## config.mk

```make
export PLATFORM = sky130hd
export DESIGN_NAME = orgbp_hist
export DESIGN_NICKNAME = d
export VERILOG_FILES = /design/src/hw/rtl/orgbp_pkg.sv /design/src/hw/rtl/orgbp_hist.sv
export SDC_FILE = /design/constraint.sdc
export NUM_CORES = 1
export LEC_CHECK = 0
export ABC_AREA = 1
export BUFFER_PORTS_ARGS = -buffer_cell sky130_fd_sc_hd__clkbuf_2
export CORE_MARGIN = 1.5
export CORE_UTILIZATION = 50
export DETAILED_ROUTE_END_ITERATION = 10
export GPL_TIMING_DRIVEN = 0
export HOLD_SLACK_MARGIN = 0.12
export PLACE_DENSITY_LB_ADDON = 0.08
export RECOVER_POWER = 100
export SYNTH_ARGS = -nofsm -noshare
export SYNTH_HDL_FRONTEND = slang
export SYNTH_SLANG_ARGS = --single-unit
```

## constraint.sdc

```tcl
create_clock -name i_clk -period 2.8 [get_ports i_clk]
set_input_delay 0.84 -clock i_clk [delete_from_list [all_inputs] [get_ports i_clk]]
set_output_delay 0.84 -clock i_clk [all_outputs]
set_load 0.05 [all_outputs]
```

## src/hw/rtl/orgbp_pkg.sv

```systemverilog
// Package for the OR-indexed global history branch predictor.
// Holds the history type, the operation codes, the configuration register indexes
// and the history update command. No dependencies.
`default_nettype none

package orgbp_pkg;

    localparam int HIST_WIDTH = 12;

    typedef logic [HIST_WIDTH-1:0] t_hist;

    typedef enum logic [2:0] {
        OP_LOOKUP      = 3'd0,
        OP_UNCOND      = 3'd1,
        OP_RESOLVE     = 3'd2,
        OP_RESOLVE_SQ  = 3'd3,
        OP_SQUASH      = 3'd4,
        OP_BTB_MISS    = 3'd5
    } t_op;

    // Register indexes of the configuration port.
    localparam logic [1:0] CFG_HISTORY_BITS  = 2'd0;
    localparam logic [1:0] CFG_COUNTER_BITS  = 2'd1;
    localparam logic [1:0] CFG_ADDRESS_SHIFT = 2'd2;

    // History update issued by the completion stage.
    typedef struct packed {
        logic       en;
        t_op        op;
        logic [1:0] thread;
        logic       taken;
        logic       pred;
        t_hist      saved;
        t_hist      cur;
    } t_hist_cmd;

endpackage

`default_nettype wire

```

## src/hw/rtl/orgbp_hist.sv

```systemverilog
// Per-thread global history registers with their update logic.
// Uses orgbp_pkg for the history type, operation codes and update command.
`default_nettype none

module orgbp_hist
    import orgbp_pkg::*;
#(
    parameter int NUM_THREADS = 4
) (
    input  wire        i_clk,
    input  wire        i_rst_n,
    input  wire  [1:0] i_rd_thread,
    output t_hist      o_hist,
    input  t_hist      i_mask,
    input  t_hist_cmd  i_cmd
);

    localparam int TW = (NUM_THREADS > 1) ? $clog2(NUM_THREADS) : 1;

    t_hist r_hist [NUM_THREADS];
    t_hist n_hist;
    logic  n_we;
    logic  rd_ok;

    assign rd_ok  = 32'(i_rd_thread) < 32'(NUM_THREADS);
    assign o_hist = rd_ok ? r_hist[TW'(i_rd_thread)] : '0;

    always_comb begin
        n_we   = i_cmd.en;
        n_hist = i_cmd.cur;
        case (i_cmd.op)
            OP_LOOKUP:     n_hist = {i_cmd.cur[HIST_WIDTH-2:0], i_cmd.pred} & i_mask;
            OP_UNCOND:     n_hist = {i_cmd.cur[HIST_WIDTH-2:0], 1'b1} & i_mask;
            OP_RESOLVE_SQ: n_hist = {i_cmd.saved[HIST_WIDTH-2:0], i_cmd.taken} & i_mask;
            OP_SQUASH:     n_hist = i_cmd.saved;
            OP_BTB_MISS:   n_hist = i_cmd.cur & i_mask & ~t_hist'(1);
            default:       n_we   = 1'b0;
        endcase
    end

    always_ff @(posedge i_clk) begin
        if (!i_rst_n) begin
            for (int i = 0; i < NUM_THREADS; i++) begin
                r_hist[i] <= '0;
            end
        end else if (n_we) begin
            r_hist[TW'(i_cmd.thread)] <= n_hist;
        end
    end

endmodule

`default_nettype wire

```

==> metrics.md <==
| Metric | Value |
|---|---|
| GR Util met2 | 46.1% |
| Path category of the worst min-delay check | input pin to flip-flop |
| Synth Area per Inst | 8.13 sq um |
| Total CTS buffers | 5 |
| Status | finished, final reports clean |
| CORE AREA | 5510 sq um |
| Overall Global Routing Usage | 25.3% |
| Vias | 2688 |
| Nets | 463 |
| Biggest register | r_hist |
| # DRC | 0 |
| Max reg flops | 48 |
| Overflow after GRT | 0 |
| Share of cells above drive strength 1 | 24.3% |
| Data arrival, critical path | 1.90 ns |
| Critical path depth | 6 |
| Data required, critical path | 1.96 ns |
| Drt pass-1 iters | 4 |
| Port Buf Inserts | 57 |
| # IOs | 60 |
| Most frequent cells in the layout | 92 x nand2_1, 78 x nor2_1, 49 x clkbuf_2, 48 x edfxtp_1, 29 x nand3_1 |
| Setup Crit Path Kind | input pin to output port |
| Initial core utilization | 51.9% |
| Vias in the first global route | 2528 |
| Mapped Cells | 352 |
| Iteration-0 DRC Markers | 186 |
| Die area | 6180 sq um |
| Worst-path clk slew | 0.09 ns |
| Fin cells | 488 |
| Max Clock Freq | 364 MHz |
| Placer Congestion | 0.891 |
| Max H-tree Level | 2 |
| Routed wire length | 7450 microns |
| Largest registers | r_hist (48) |
| Die extent in x | 78.6 microns |
| Crit. Startpoint | i_rd_thread[0] |
| Root buf cell | clkbuf_8 |
| Clock buffer depth | 2 |
| Antenna-violating nets left | 0 |
| DP Area | 3310 sq um |
| Yosys Warn Count | 0 |
| DP HPWL | 5180 microns |
| CP bufs+invs | 4 |
| Final max-slew violation count | 0 |
| Commonest non-fill, non-tap cell in the layout | nand2_1 |
| Max VDD drop | 0.274 mV |
| First-pass GRT wire length | 11900 microns |
| Number of diodes | 0 |
| Worst slew pin tran | 0.617 ns |
| Synth top area cells | edfxtp_1 50%, nand2_1 12%, nor2_1 8.9%, nand4_1 4.8%, nand3_1 4.7% |
| Worst Setup EP | o_hist[10] |
| Final worst path period need | 2.74 ns |
| Worst path top cell family by delay | buffers and inverters |
| Post-Syn Nets | 400 |
| Worst path cell trace | clkbuf_2 > inv_1 > clkbuf_4 > nor2_1 > o22ai_2 > clkbuf_4 |
| M1 GR Usage | 30.7% |
| CP max-delay cell | clkbuf_4 |
| DIE HEIGHT | 78.6 microns |
| CP Max Fanout | 10 |
| Top cell type's share of synthesized area | 50.4% |
| Final Hold Viols | 0 |
| GR peak layer | met2 |
| CP endpoint kind | output port |
| Register bit count reported by yosys | 48 |
| Post-Syn Area | 2860 sq um |
| PD cells | 506 nW/um^2 |
| Final setup viols | 0 |
| Worst setup SP type | input pin |
| P&R area growth vs syn | 18.4% |
| Slowest stage delay, CP | 0.26 ns |
| Max-cap violations | 0 |
| Placed Cells | 481 |
| Clock Sinks | 48 |
| Design Area, Final | 3390 sq um |
| Largest net degree at the start of global routing | 16 |
| Largest area contributor in the netlist | edfxtp_1 |
| Met3 Use GR | 3.14% |
| Tcrit/Tclk final | 98.0% |
| CTS tree | built |
| Leak | 0.00156 uW |
| Rel. slew slack | 58.8% |
| Antenna violations before repair | 0 |
| Vias per cell | 5.51 |
| Post-synthesis sequential area ratio | 50.4% |
| Fillers | 497 |
| Distinct cells, synth | 20 |
| WL/cell | 15.3 microns |
| Most numerous cell on the critical path | clkbuf_4 |
| Cell row count | 27 |
| Setup Fix Bufs, Post-CTS | 0 |
==> logic make-up after synthesis <==
family          count (synthesis)  synth area share, %
compound gates                 40                 7.52
buf+inv                        39                 6.82
flops                          48                 50.4
simple gates                  225                 35.3
==> tightest hold or removal path: cells and delay by family <==
family                 cells  cell delay, ns
and+or+nand+nor            1            0.11
AOI/OAI and AO/OA          1            0.05
buffers and inverters      1            0.11
==> power by group <==
part | internal (uW) | total (uW) | switching [uW]
clock | 265 | 496 | 231
sequential | 842 | 854 | 12.0
combinational | 111 | 364 | 252
total | 1220 | 1710 | 495
==> timing repair <==
| action | in CTS | in global routing |
|---|---|---|
| gates resized for setup | 15 | 11 |
| endpoints found under the setup margin | 12 | 10 |
| hold buffers | 0 | 0 |
==> how the worst min path moves through the flow <==
stage,start,to,slack (ns),cells after the start
6_report,i_cmd[27],r_hist[2][10],0.97,3
5_1_grt,i_cmd[27],r_hist[2][10],0.98,3
3_5_place_dp,i_cmd[26],r_hist[1][1],1.27,3
4_1_cts,i_cmd[26],r_hist[1][1],0.95,3
3_3_place_gp,i_cmd[26],r_hist[1][1],1.26,3
2_1_floorplan,i_cmd[26],r_hist[1][1],1.10,2
==> final cells by class <==
| class | count | area [sq um] | share of cell area, % |
|---|---|---|---|
| clock buffer | 5 | 68.8 | 2.03 |
| inverter | 15 | 56.3 | 1.66 |
| clock inverter | 3 | 42.5 | 1.26 |
| buffer | 23 | 135 | 3.99 |
| timing repair buffer | 57 | 309 | 9.12 |
| multi-input combinational | 265 | 1240 | 36.7 |
| sequential | 48 | 1440 | 42.6 |
| tap | 72 | 90.1 | 2.66 |
==> metrics by stage <==
stage	setup WS, ns	power [uW]	hold WS (ns)	setup TNS [ns]	utilization, %
final	0.0559	1710	0.967	0	61.5
after global routing	-0.00891	1770	0.977	-0.0254	61.5
after CTS	0.0126	1720	0.954	0	62.6
after detailed placement	-0.255	1230	1.27	-2.41	60.1
after global placement	-0.215	1230	1.26	-1.92	60.1
after floorplan	0.169	1110	1.10	0	-
==> routing by layer <==
layer  part of all wire, %  wire length, microns
met1                    43                  3170
met4                   2.1                   159
met5                     0                     0
met2                    49                  3630
met3                   6.6                   492
==> synthesized netlist by cell type <==
library cell,instances
nand2_1,89
nor2_1,68
edfxtp_1,48
nand3_1,27
o21ai_0,24
nand4_1,22
o22ai_1,12
inv_1,11
nor2_2,10
buf_2,9
clkbuf_1,7
buf_4,6
a21oi_1,4
inv_2,4
nand2_2,4
buf_6,2
nand3_2,2
nand3_4,1
nor2_4,1
nor3_2,1
No activity file was read; power rests on OpenSTA's default activity.
